**config.mk**
```make
export PLATFORM = sky130hd
export DESIGN_NAME = contiguous_sequence_matcher
export DESIGN_NICKNAME = d
export VERILOG_FILES = /design/src/hw/rtl/csm_pkg.sv /design/src/hw/rtl/csm_cell.sv /design/src/hw/rtl/contiguous_sequence_matcher.sv
export SDC_FILE = /design/constraint.sdc
export NUM_CORES = 1
export LEC_CHECK = 0
export BUFFER_PORTS_ARGS = -buffer_cell sky130_fd_sc_hd__clkbuf_2
export CORE_UTILIZATION = 51
export CTS_BUF_LIST = sky130_fd_sc_hd__clkbuf_8
export CTS_CLUSTER_SIZE = 28
export DETAILED_ROUTE_END_ITERATION = 8
export GPL_TIMING_DRIVEN = 0
export PLACE_DENSITY = 0.73
export RECOVER_POWER = 25
export SLEW_MARGIN = 20
export SYNTH_ARGS = -nofsm -noshare
export SYNTH_HDL_FRONTEND = slang
export SYNTH_SLANG_ARGS = --single-unit
export TNS_END_PERCENT = 50
```
**constraint.sdc**
```tcl
create_clock -name i_clk -period 3.7 [get_ports i_clk]
set_clock_uncertainty 0.1 [all_clocks]
set_input_delay 0.37 -clock i_clk [delete_from_list [all_inputs] [get_ports i_clk]]
set_output_delay 0.37 -clock i_clk [all_outputs]
set_load 0.005 [all_outputs]
```
**src/hw/rtl/csm_pkg.sv**
```systemverilog
// Shared types and constants for the contiguous sequence matcher.
package csm_pkg;

    localparam int MAX_PAT_DEF = 16;
    localparam int WORD_W = 32;

    localparam logic REQ_PATTERN = 1'b0;
    localparam logic REQ_TEXT    = 1'b1;

    // Broadcast controls from the top level to every match cell.
    typedef struct packed {
        logic clear;   // Drop the match bit.
        logic shift;   // A text word moves the match bits one cell along.
        logic load;    // A pattern word is written into the addressed cell.
    } t_cell_ctl;

endpackage

```
**src/hw/rtl/csm_cell.sv**
```systemverilog
// One pattern position: its stored word and its shift-and match bit.
module csm_cell
    import csm_pkg::*;
#(
    parameter int IDX   = 0,
    parameter int LEN_W = 5
) (
    input  logic                     i_clk,
    input  logic                     i_rst_n,
    input  t_cell_ctl                i_ctl,
    input  logic [LEN_W-1:0]         i_len,
    input  logic [LEN_W-1:0]         i_wr_idx,
    input  logic signed [WORD_W-1:0] i_word,
    input  logic                     i_match,
    output logic                     o_match,
    output logic                     o_hit
);

    logic signed [WORD_W-1:0] r_word;
    logic                     r_match;
    logic                     n_match;
    logic                     active;
    logic                     tail;
    logic                     step;

    assign active = LEN_W'(IDX) < i_len;
    assign tail   = (LEN_W'(IDX + 1) == i_len);
    assign step   = i_match && (r_word == i_word);

    always_comb begin
        n_match = r_match;
        if (i_ctl.clear) begin
            n_match = 1'b0;
        end else if (i_ctl.shift && active) begin
            n_match = step;
        end
    end

    // The last active cell reports a completed run in the cycle it forms.
    assign o_hit   = i_ctl.shift && tail && step;
    assign o_match = r_match;

    always_ff @(posedge i_clk) begin
        if (!i_rst_n) begin
            r_match <= 1'b0;
        end else begin
            r_match <= n_match;
        end
    end

    always_ff @(posedge i_clk) begin
        if (i_ctl.load && (i_wr_idx == LEN_W'(IDX))) begin
            r_word <= i_word;
        end
    end

endmodule

```
**src/hw/rtl/contiguous_sequence_matcher.sv**
```systemverilog
// Top level of the contiguous sequence matcher: control, cell chain and result register.
//
// The block tells whether a pattern of signed 32-bit words occurs as a contiguous
// run inside a text. Pattern words (req_type 0) are written one per word into a
// chain of MAX_PAT cells; the word marked last closes the pattern, and the next
// pattern word starts a new one. Text words (req_type 1) move a shift-and match bit
// along the chain, every cell comparing its stored word in parallel, so one word is
// taken in every cycle unless a text end must wait. The text word marked last produces
// exactly one result word in the next cycle: found, and pattern_overflow when the
// pattern had more than MAX_PAT words (found is then 0). An empty pattern always
// matches; an empty text against a non-empty pattern does not. Words that end a text
// wait only while an earlier result is still held in the output register; every other
// word is accepted regardless of the output side. Any pattern word clears a text
// search in progress. The critical path is one 32-bit compare per cell plus the OR
// of the cell hit flags.
module contiguous_sequence_matcher
    import csm_pkg::*;
#(
    parameter int MAX_PAT = MAX_PAT_DEF
) (
    input  logic                     i_clk,
    input  logic                     i_rst_n,
    input  logic                     i_valid,
    output logic                     o_ready,
    input  logic                     i_req_type,
    input  logic                     i_has_value,
    input  logic signed [WORD_W-1:0] i_element_value,
    input  logic                     i_is_last,
    output logic                     o_valid,
    input  logic                     i_ready,
    output logic                     o_found,
    output logic                     o_pattern_overflow
);

    localparam int LEN_W = $clog2(MAX_PAT + 1);

    logic [LEN_W-1:0] r_len,  n_len;
    logic             r_closed, n_closed;
    logic             r_ovf,  n_ovf;
    logic             r_found, n_found;
    logic             r_out_valid, n_out_valid;
    logic             r_out_found, n_out_found;
    logic             r_out_ovf,   n_out_ovf;

    logic             accept;
    logic             is_pat;
    logic             ends_text;
    logic [LEN_W-1:0] eff_len;
    logic             eff_ovf;
    logic             hit_now;
    t_cell_ctl        ctl;
    logic [MAX_PAT:0] match_chain;
    logic [MAX_PAT-1:0] hits;

    assign is_pat    = (i_req_type == REQ_PATTERN);
    assign ends_text = (i_req_type == REQ_TEXT) && i_is_last;

    // Only a word that produces a result must wait for the output register.
    assign o_ready = !r_out_valid || i_ready || !ends_text;
    assign accept  = i_valid && o_ready;

    // A pattern word arriving after a closed pattern starts a fresh one.
    assign eff_len = r_closed ? '0 : r_len;
    assign eff_ovf = r_closed ? 1'b0 : r_ovf;

    always_comb begin
        ctl.load  = accept && is_pat && i_has_value && (eff_len < LEN_W'(MAX_PAT));
        ctl.shift = accept && !is_pat && i_has_value && (r_len != '0);
        ctl.clear = accept && (is_pat || i_is_last);
    end

    assign match_chain[0] = 1'b1;

    for (genvar g = 0; g < MAX_PAT; g++) begin : g_cell
        csm_cell #(
            .IDX   (g),
            .LEN_W (LEN_W)
        ) u_cell (
            .i_clk    (i_clk),
            .i_rst_n  (i_rst_n),
            .i_ctl    (ctl),
            .i_len    (r_len),
            .i_wr_idx (eff_len),
            .i_word   (i_element_value),
            .i_match  (match_chain[g]),
            .o_match  (match_chain[g+1]),
            .o_hit    (hits[g])
        );
    end

    assign hit_now = |hits;

    always_comb begin
        n_len       = r_len;
        n_closed    = r_closed;
        n_ovf       = r_ovf;
        n_found     = r_found;
        n_out_valid = r_out_valid && !i_ready;
        n_out_found = r_out_found;
        n_out_ovf   = r_out_ovf;
        if (accept) begin
            if (is_pat) begin
                n_len = eff_len;
                n_ovf = eff_ovf;
                if (i_has_value) begin
                    if (eff_len < LEN_W'(MAX_PAT)) begin
                        n_len = eff_len + LEN_W'(1);
                    end else begin
                        n_ovf = 1'b1;
                    end
                end
                n_closed = r_closed ? i_is_last : (r_closed || i_is_last);
                n_found  = 1'b0;
            end else begin
                if (hit_now) begin
                    n_found = 1'b1;
                end
                if (i_is_last) begin
                    n_out_valid = 1'b1;
                    n_out_ovf   = r_ovf;
                    if (r_ovf) begin
                        n_out_found = 1'b0;
                    end else if (r_len == '0) begin
                        n_out_found = 1'b1;
                    end else begin
                        n_out_found = r_found || hit_now;
                    end
                    n_found = 1'b0;
                end
            end
        end
    end

    always_ff @(posedge i_clk) begin
        if (!i_rst_n) begin
            r_len       <= '0;
            r_closed    <= 1'b1;
            r_ovf       <= 1'b0;
            r_found     <= 1'b0;
            r_out_valid <= 1'b0;
        end else begin
            r_len       <= n_len;
            r_closed    <= n_closed;
            r_ovf       <= n_ovf;
            r_found     <= n_found;
            r_out_valid <= n_out_valid;
        end
    end

    always_ff @(posedge i_clk) begin
        r_out_found <= n_out_found;
        r_out_ovf   <= n_out_ovf;
    end

    assign o_valid            = r_out_valid;
    assign o_found            = r_out_found;
    assign o_pattern_overflow = r_out_ovf;

    a_len_bound : assert property (@(posedge i_clk) disable iff (!i_rst_n)
        r_len <= LEN_W'(MAX_PAT))
        else $error("pattern length beyond capacity");

    a_ovf_not_found : assert property (@(posedge i_clk) disable iff (!i_rst_n)
        (r_out_valid && r_out_ovf) |-> !r_out_found)
        else $error("overflowed pattern reported as found");

    a_text_end_result : assert property (@(posedge i_clk) disable iff (!i_rst_n)
        (accept && ends_text) |=> r_out_valid)
        else $error("text end gave no result");

    a_pattern_clears : assert property (@(posedge i_clk) disable iff (!i_rst_n)
        (accept && is_pat) |=> (match_chain[MAX_PAT:1] == '0 && !r_found))
        else $error("pattern word left search state behind");

endmodule

```
Yosys cells after proc, flatten, opt, wreduce, memory -nomap -nowiden
Index checks and enable logic that the tools add are counted.
Storage, ports and cells
  register bits after elaboration: 538
  bits in latches: 0
  memory bits (writable): 0
  bits in read-only memories: 0
  memories: 0
Cells by class
  add/subtract/negate cells: 1
  multiply operators: 0
  div/mod/pow operators: 0
  $lt $le $gt $ge: 16
  equal/unequal tests: 48
  shifts and indexed selects: 0
  muxes and demuxes: 14
  bitwise gates (word level): 2
  reduce and logical (&&, ||, !) cells: 104
Operators by type and width (count)
  $eq A32 B32 Y1: 16
  $logic_and A1 B1 Y1: 88
  $eq A4 B5 Y1 const A: 8
  $eq A5 B4 Y1 const B: 8
  $lt A4 B5 Y1 const A: 7
  $eq A3 B5 Y1 const A: 4
  $eq A5 B3 Y1 const B: 4
  $lt A3 B5 Y1 const A: 4
  $reduce_or A16 Y1: 1
  $mux W5: 3
  $mux W1: 11
  $eq A2 B5 Y1 const A: 2
  $eq A5 B2 Y1 const B: 2
  $logic_not A5 Y1: 2
  $lt A1 B5 Y1 const A: 2
  $lt A2 B5 Y1 const A: 2
  $add A5 B1 Y5 const B: 1
  $eq A1 B5 Y1 const A: 1
  $eq A5 B1 Y1 const B: 1
  $eq A5 B5 Y1 const A: 1
  $logic_or A1 B1 Y1: 5
  $lt A5 B5 Y1 const B: 1
  $reduce_bool A5 Y1: 1
  $reduce_and A2 Y1: 2
  5 further kinds: 8

Longest topological paths before layout
Gate-level depths: netlist of run 1.
  word-level depth: 13
  mapped depth: 10

Cells and area by module
A second synthesis of run 1 with hierarchy kept.
Second synthesis, totals
  cells, all modules: 1525
  area, all modules: 23366.2 µm²
By module, submodules not included
  csm_cell at g_cell[4].u_cell: times used 1, cells each 99, area an instance 1481.4 µm²
  csm_cell at g_cell[9].u_cell: times used 1, cells each 90, area an instance 1442.6 µm²
  csm_cell at g_cell[12].u_cell: times used 1, cells each 89, area an instance 1428.9 µm²
  csm_cell at g_cell[0].u_cell: times used 1, cells each 96, area an instance 1425.1 µm²
  csm_cell at g_cell[10].u_cell: times used 1, cells each 91, area an instance 1425.1 µm²
  csm_cell at g_cell[14].u_cell: times used 1, cells each 93, area an instance 1425.1 µm²
  csm_cell at g_cell[1].u_cell: times used 1, cells each 90, area an instance 1425.1 µm²
  csm_cell at g_cell[8].u_cell: times used 1, cells each 91, area an instance 1423.9 µm²
  csm_cell at g_cell[7].u_cell: times used 1, cells each 93, area an instance 1417.6 µm²
  csm_cell at g_cell[6].u_cell: times used 1, cells each 91, area an instance 1416.4 µm²
  csm_cell at g_cell[13].u_cell: times used 1, cells each 90, area an instance 1412.6 µm²
  csm_cell at g_cell[11].u_cell: times used 1, cells each 91, area an instance 1408.9 µm²
  csm_cell at g_cell[5].u_cell: times used 1, cells each 87, area an instance 1408.9 µm²
  csm_cell at g_cell[2].u_cell: times used 1, cells each 87, area an instance 1400.1 µm²
  3 more rows

Worst setup path after synthesis of run 1
No wires, ideal clock.
  kind: input -> register
  from: input port i_valid
  to: register g_cell[12].u_cell.r_word[0], enable pin
  library setup time: 0.461 ns
  data arrival time: 3.450 ns
  slack: -0.311 ns
  stages on the path: 6
  path buffers: 2
  path through: nor2b_1 clkbuf_1 and3_1 clkbuf_1 nand2_1 nor3_1
Between the ends
  longest elaborated chain between the ends: 5
Ends and longest elaborated chain
  from (decl): RTL line contiguous_sequence_matcher.sv:23  | input logic i_valid,
  $logic_and A1 B1 Y1: RTL line contiguous_sequence_matcher.sv:60  | assign accept = i_valid && o_ready;
  $logic_and A1 B1 Y1 (3 in a row): RTL line contiguous_sequence_matcher.sv:67  | ctl.load = accept && is_pat && i_has_value && (eff_len < LEN_W'(MAX_PAT));
  $logic_and A1 B1 Y1: RTL line csm_cell.sv:52  | if (i_ctl.load && (i_wr_idx == LEN_W'(IDX))) begin
  to (signal assigned): RTL line csm_cell.sv:53  | r_word <= i_word;
  to (decl): RTL line csm_cell.sv:19  | logic signed [WORD_W-1:0] r_word;
No other way between the ends.
A chain may end at the register's enable or synchronous reset.

Final worst setup path of run 1
  from: input port i_element_value[31]
  to: register r_out_found (netlist: o_found) (data pin)
Between the ends
  longest elaborated chain between the ends: 6
Ends and longest elaborated chain
  from (decl): RTL line contiguous_sequence_matcher.sv:27  | input logic signed [WORD_W-1:0] i_element_value,
  $eq A32 B32 Y1: RTL line csm_cell.sv:28  | assign step = i_match && (r_word == i_word);
  $logic_and A1 B1 Y1: RTL line csm_cell.sv:28
  $logic_and A1 B1 Y1: RTL line csm_cell.sv:40  | assign o_hit = i_ctl.shift && tail && step;
  $reduce_or A16 Y1 (*): RTL line contiguous_sequence_matcher.sv:91  | assign hit_now = |hits;
  $logic_or A1 B1 Y1 (*): RTL line contiguous_sequence_matcher.sv:126  | n_out_found = r_found || hit_now;
  $mux W1 (*): RTL line contiguous_sequence_matcher.sv:123  | end else if (r_len == '0) begin
  to (signal assigned): RTL line contiguous_sequence_matcher.sv:151  | r_out_found <= n_out_found;
  to (decl): RTL line contiguous_sequence_matcher.sv:42  | logic r_out_found, n_out_found;
Mark *: on every way between the ends. The rest lies on a longest branch, timed or not.

==> reports/qor.yml, run 1 <==
clock_tree:
  cts_tree: "yes"
  clockRootBuffer: "clkbuf_8"
  clk_pin_slew_worst_paths_ns: 0.06
  postCtsSetupBuffers: 0
  cts_sinks: 538
  htree_num_levels: 3
  cts.path.max_buffers: 3
  numCtsBuffers: 89
  clk_latency_ns: 0.70
  cts_resized: 0
yosys:
  netlist_area_um2: 23200
  yosysSeqAreaShare_pct: 68.7
  avgSynthCellArea_um2: 15.2
  synthArstFlopShare_pct: 0
  netlist.top_cell.by_area: "edfxtp_1"
  synthDistinctLibCells: 53
  synth_top_cell_area_share_pct: 66.6
  synth_most_common_cell: "edfxtp_1"
  synth-seq-cells: 538
  synth_commonest_cells: "edfxtp_1, xnor2_1, xor2_1"
  synth_cells: 1525
  ys.flop_type: "edfxtp_1"
  yosysWarningCount: 0
  synth-edff-count: 514
  synth_area_leaders: "edfxtp_1, xnor2_1, xor2_1"
  postSynthNetCount: 1568
worst_setup_path:
  crit_slowest_cell: "clkbuf_1"
  crit_path_max_fanout: 17
  path_cells: "clkbuf_1, buf_6, buf_4, xnor2_1, nand4_1, nor4_1, nand4_1, o32ai_1, or4_1, nor2_1, a21oi_1"
  crit_buf_inv: 3
  crit_family: "buffers and inverters"
  path_class: "input pin to flip-flop"
  max_stage_delay_ns: 1.03
  critical_path_arrival_ns: 3.96
  start_kind: "input pin"
  required_ns: 4.13
  cpMostUsedCell: "nand4_1"
  reg2reg_setup_slack_ns: 0.53
  critPathCaptureType: "flip-flop"
die:
  row_count: 77
  core_um2: 44500
  die_area_um2: 46300
  initial_core_util_pct: 52.0
  ioPinCount: 43
  dieHeight_um: 215
  fp.dieW_um: 215
cells_and_area:
  fill_cells: 3417
  syn_to_final_growth_pct: 13.9
  drive_above_1_share_pct: 14.5
  diodes: 0
  nets: 1729
  fin_cells: 2346
  stdcell_area_um2: 26400
placement:
  numPlacedInstances: 2178
  port_buffers: 41
  dpl_worst_slack_ns: -0.176
  gp_congestion: 0.924
  placed_area_um2: 24600
  dp_hpwl_mm: 44.1
power_and_ir_drop:
  p_int_uw: 9470
  p_comb_share_pct: 6.6
  power.leakage_uw: 0.00841
  pwr-share-clk_pct: 39.8
  power_density_nw_per_um2: 473
  power.total_uw: 12500
  power_frac_seq_pct: 53.6
  p_switching_uw: 3000
  swShare_pct: 24.1
  irDropWorstVdd_v: 0.000309
sta:
  max_freq_mhz: 284
  rsz0062_at_grt: "false"
  setup_violations: 0
  fin_crit_sh_pct: 95.3
  fin_ws_ns: 0.175
  min_period_ns: 3.52
  slew_viol_final: 0
  tightest_slew_ns: 1.47
  hold_viol_final: 0
  slew_headroom_pct: 2.28
detailed_routing:
  first_pass_iters: 5
  wl_per_cell_um: 30.0
  drt-vias-per-instance: 6.04
  post-route-drc-count: 0
  drt-initial-drc-count: 2003
  ant_nets: 0
  finalWirelength_mm: 70.4
  num_vias: 14200
hold_path:
  holdCritPathClass: "input pin to flip-flop"
grt:
  grt_pass1_wl_mm: 99.9
  grt_usage_pct: 31.1
  grt_pass1_vias: 13900
  grt_start_max_net_pins: 28
  antenna_found_initial: 3
  overflow: 0
run_status:
  status: "finished, final reports clean"
job:
  maxCapViolCount: 0
## sequential cells by signal, indices dropped and copies added, names as in the netlist
register	count
o_valid	1
o_pattern_overflow	1
g_cell.u_cell.o_match	15
g_cell.u_cell.r_word	512
r_ovf	1
r_closed	1
r_found	1
r_len	5
o_found	1
## path summary, 6_finish.rpt
check	from	endpoint	cells after the start
max	i_element_value[31]	o_found	11
min reg2reg	g_cell[11].u_cell.o_match	g_cell[11].u_cell.o_match	2
max reg2reg	r_len[1]	g_cell[11].u_cell.r_word[9]	7
min	i_req_type	o_found	3
## what timing repair did
action	CTS	global route
hold endpoints to repair	9	0
hold buffers	9	0
setup endpoints to repair	0	0
## worst register-to-register path: cells and delay by family, from the launching register on
kind	cells	cell delay, ns
adder cells (fa/ha/maj)	1	0.17
buffers and inverters	3	0.81
AND/OR/NAND/NOR	3	1.31
flip-flops	1	0.46
## placed cells by master, fill, tap and decap left out, types with 7 or more instances in the layout
| cell | n |
|---|---|
| edfxtp_1 | 514 |
| clkinv_1 | 21 |
| nand2_1 | 37 |
| buf_6 | 11 |
| nor3_1 | 18 |
| nor2_4 | 13 |
| clkbuf_2 | 34 |
| or3_1 | 11 |
| buf_2 | 16 |
| clkbuf_1 | 22 |
| buf_16 | 8 |
| inv_1 | 44 |
| nand3_1 | 22 |
| o21ai_0 | 17 |
| nor2b_1 | 9 |
| or4_1 | 7 |
| nor4_1 | 57 |
| xnor2_1 | 310 |
| nand4_1 | 87 |
| clkinv_2 | 13 |
| clkbuf_8 | 89 |
| buf_4 | 40 |
| nand2b_1 | 8 |
| a21oi_1 | 22 |
| dlygate4sd3_1 | 9 |
| dfxtp_1 | 24 |
| xor2_1 | 185 |
| nor2_1 | 23 |
## kinds of logic after synthesis
kind of cell | Yosys count | share of synthesized area [%]
DFF | 538 | 68.7
xor gates and xnor gates | 495 | 18.7
and+or+nand+nor | 307 | 7.37
buffers and inverters | 99 | 2.63
AOI/OAI and AO/OA | 81 | 2.31
adders and majority gates | 4 | 0.216
muxes | 1 | 0.0432
## routing by layer
layer	GRT usage (%)	vias up	part of all wire (%)
li1	-	5912	-
met3	6.34	157	12
met1	42.6	7144	38
met2	48.4	954	46
met4	13.6	2	4.3
met5	0	-	0.018
## power groups by stage
stage,combinational (uW),clock (uW),sequential [uW]
detailed placement,798,0,6810
global placement,778,0,6810
global route,847,5220,6690
floorplan,418,0,6810
CTS,808,4970,6690
finish,818,4970,6690
## layout make-up
| class | instances | area [um2] | area share, % |
|---|---|---|---|
| buffer | 79 | 534 | 2.02 |
| clock buffer | 89 | 1220 | 4.64 |
| clock inverter | 70 | 433 | 1.64 |
| inverter | 20 | 75.1 | 0.285 |
| multi-input combinational | 888 | 6770 | 25.7 |
| sequential | 538 | 15900 | 60.3 |
| tap | 592 | 741 | 2.81 |
| timing repair buffer | 70 | 693 | 2.63 |
## per-stage QoR
stage	utilization (%)	hold slack [ns]	setup TNS (ns)
2_1_floorplan	-	0.331	-8.40
3_3_place_gp	54.2	0.359	-380.26
3_5_place_dp	55.4	0.363	-0.325
4_1_cts	59.3	0.0221	0
5_1_grt	59.3	0.0611	0
6_report	59.3	0.0603	0
Power figures use the tool's default switching activity.
==> run 2: changes to the inputs <==
--- a/config.mk
+++ b/config.mk
@@ -12,7 +12,8 @@
 export DETAILED_ROUTE_END_ITERATION = 8
 export GPL_TIMING_DRIVEN = 0
 export PLACE_DENSITY = 0.73
-export RECOVER_POWER = 25
+export RECOVER_POWER = 50
+export REMOVE_ABC_BUFFERS = 1
 export SLEW_MARGIN = 20
 export SYNTH_ARGS = -nofsm -noshare
 export SYNTH_HDL_FRONTEND = slang
==> run 2 against run 1 <==
Compared with the run above:
- maximum frequency is 7.4% higher
- non-clock buffer count is 78 lower
- setup slack better by 0.24 ns
- clock power is 9.3% lower
- die area stayed put
- wire length is 28% lower
- power is 4.9% lower
- first-iteration DRC count is 56% lower
- sequential power hardly changed
- register-to-register slack worse by 0.11 ns
- core utilization is 1.4 points lower
- critical path type is now flip-flop to flip-flop
- critical endpoint unchanged
- largest cell class unchanged
- highest routed layer is now met4
==> reports/qor.yml, run 2 (synthesis gave the netlist of run 1 again) <==
die:
  initial_core_util_pct: 52.0
  dieHeight_um: 215
  fp.dieW_um: 215
  row_count: 77
  ioPinCount: 43
  core_um2: 44500
  die_area_um2: 46300
cells_and_area:
  drive_above_1_share_pct: 11.1
  final_util_pct: 57.8
  largest_reg_flops: 512
  fill_cells: 3393
  final_cell_mix: "edfxtp_1, xnor2_1, xor2_1, clkbuf_8, nand4_1"
  multi_input_area_um2: 6750
  final_common_cell: "edfxtp_1"
  nets: 1646
  diodes: 0
  syn_to_final_growth_pct: 11.1
  regArea_um2: 15900
  top_register: "g_cell.u_cell.r_word"
worst_setup_path:
  reg2regPathDepth: 7
  path_cells: "nor3_1, nor3_1, a31oi_1, o41ai_1, or4_1, nor2_1, a21oi_1"
  start_kind: "flip-flop"
  cpMostUsedCell: "nor3_1"
  crit_path_max_fanout: 19
  reg2reg_setup_slack_ns: 0.42
  rr_endpoint: "o_found"
  path_class: "flip-flop to flip-flop"
  critPathCaptureType: "flip-flop"
  r2r-start: "r_len[4]"
  crit_family: "simple AND/OR/NAND/NOR gates"
  max_stage_delay_ns: 0.80
  required_ns: 3.95
  endpoint: "o_found"
  critPathLaunch: "r_len[4]"
  crit_slowest_cell: "nor3_1"
  crit_cells: 7
  critical_path_arrival_ns: 3.54
  crit_buf_inv: 0
detailed_routing:
  ant_nets: 0
  post-route-drc-count: 0
  finalWirelength_mm: 51.0
  drt-initial-drc-count: 886
  drt-vias-per-instance: 5.60
  num_vias: 12700
  wl_per_cell_um: 22.6
  first_pass_iters: 5
clock_tree:
  clk_latency_ns: 0.63
  cts_sinks: 538
  clockRootBuffer: "clkbuf_8"
  numCtsBuffers: 84
  cts_tree: "yes"
  htree_num_levels: 3
  postCtsSetupBuffers: 0
  cts.path.max_buffers: 3
  clk_pin_slew_worst_paths_ns: 0.06
sta:
  fin_ws_ns: 0.417
  slew_viol_final: 0
  setup_violations: 0
  max_freq_mhz: 305
  whs_ns: 0.0409
  rsz0062_at_grt: "false"
  slew_headroom_pct: 3.48
  fin_crit_sh_pct: 88.7
  min_period_ns: 3.28
  hold_viol_final: 0
  tightest_slew_ns: 1.45
placement:
  dp_hpwl_mm: 27.5
  dpl_worst_slack_ns: 0.0266
  gp_congestion: 0.867
  port_buffers: 42
power_and_ir_drop:
  p_comb_share_pct: 5.5
  swShare_pct: 22.3
  pwr-share-clk_pct: 38.1
  p_switching_uw: 2640
  power.total_uw: 11900
  irDropWorstVdd_v: 0.000351
  p_int_uw: 9220
  power_frac_seq_pct: 56.4
  power.leakage_uw: 0.00802
  power_density_nw_per_um2: 461
grt:
  antenna_found_initial: 0
  overflow: 0
  grt_usage_pct: 22.6
  grt_start_max_net_pins: 35
  grt_pass1_wl_mm: 77.9
  grt_pass1_vias: 12800
job:
  maxCapViolCount: 0
run_status:
  status: "finished, final reports clean"
hold_path:
  holdCritPathClass: "input pin to flip-flop"
  hp-start: "i_ready"
run 2: cell types whose count changed in the layout (fill, tap and decap cells not counted), sizes merged:
cell         previous run  this run
dlygate4sd3             9         5
bufinv                  4         1
inv                    49        50
buf                    84        29
clkinv                 36        29
clkbuf                145       128
run 2: worst min-delay path by stage:
stage / cells after the start / slack [ns] / endpoint
after global placement: 2 / 0.36 / g_cell[3].u_cell.o_match
after detailed placement: 2 / 0.37 / g_cell[3].u_cell.o_match
after floorplan: 0 / 0.33 / o_pattern_overflow
after global routing: 4 / 0.07 / o_valid
after CTS: 4 / 0.0004 / o_valid
final: 4 / 0.04 / o_valid
run 2: layout make-up:
cell class	instances	share of cell area, %
clock inverter	61	1.04
multi-input combinational	888	26.2
clock buffer	91	4.86
inverter	20	0.292
tap	592	2.88
sequential	538	61.8
timing repair buffer	71	2.87
run 2: repair_timing:
item                                   CTS  global route
hold buffers                             5             0
endpoints found under the hold margin    8             0
gates resized for setup                  0             0
run 2: routing by layer:
layer,routed length (um),GRT usage (%),vias up
li1,-,-,5736
met1,22600,30.8,6440
met2,24600,37.0,402
met3,2760,4.10,85
met4,1090,7.02,0
met5,0,0,-
run 2: metrics by stage:
step,TNS (ns),std cells,instance area [um2]
6_report,0,2261,25700
4_1_cts,0,2260,25700
3_5_place_dp,0,2103,24200
3_3_place_gp,-183.69,2080,23600
2_1_floorplan,-20.89,1446,22600
5_1_grt,0,2261,25700
run 2: power by group through the flow:
stage	combinational [uW]	clock [uW]	sequential (uW)
2_1_floorplan	272	0	6810
3_3_place_gp	629	0	6820
3_5_place_dp	662	0	6820
4_1_cts	669	4600	6690
5_1_grt	712	4860	6690
6_report	657	4510	6690
run 2: worst min-delay path, stage by stage:
cell and delay [ns]:
clkbuf_2 0.08, nor2b_1 0.05, a31oi_1 0.14, nor2b_1 0.06
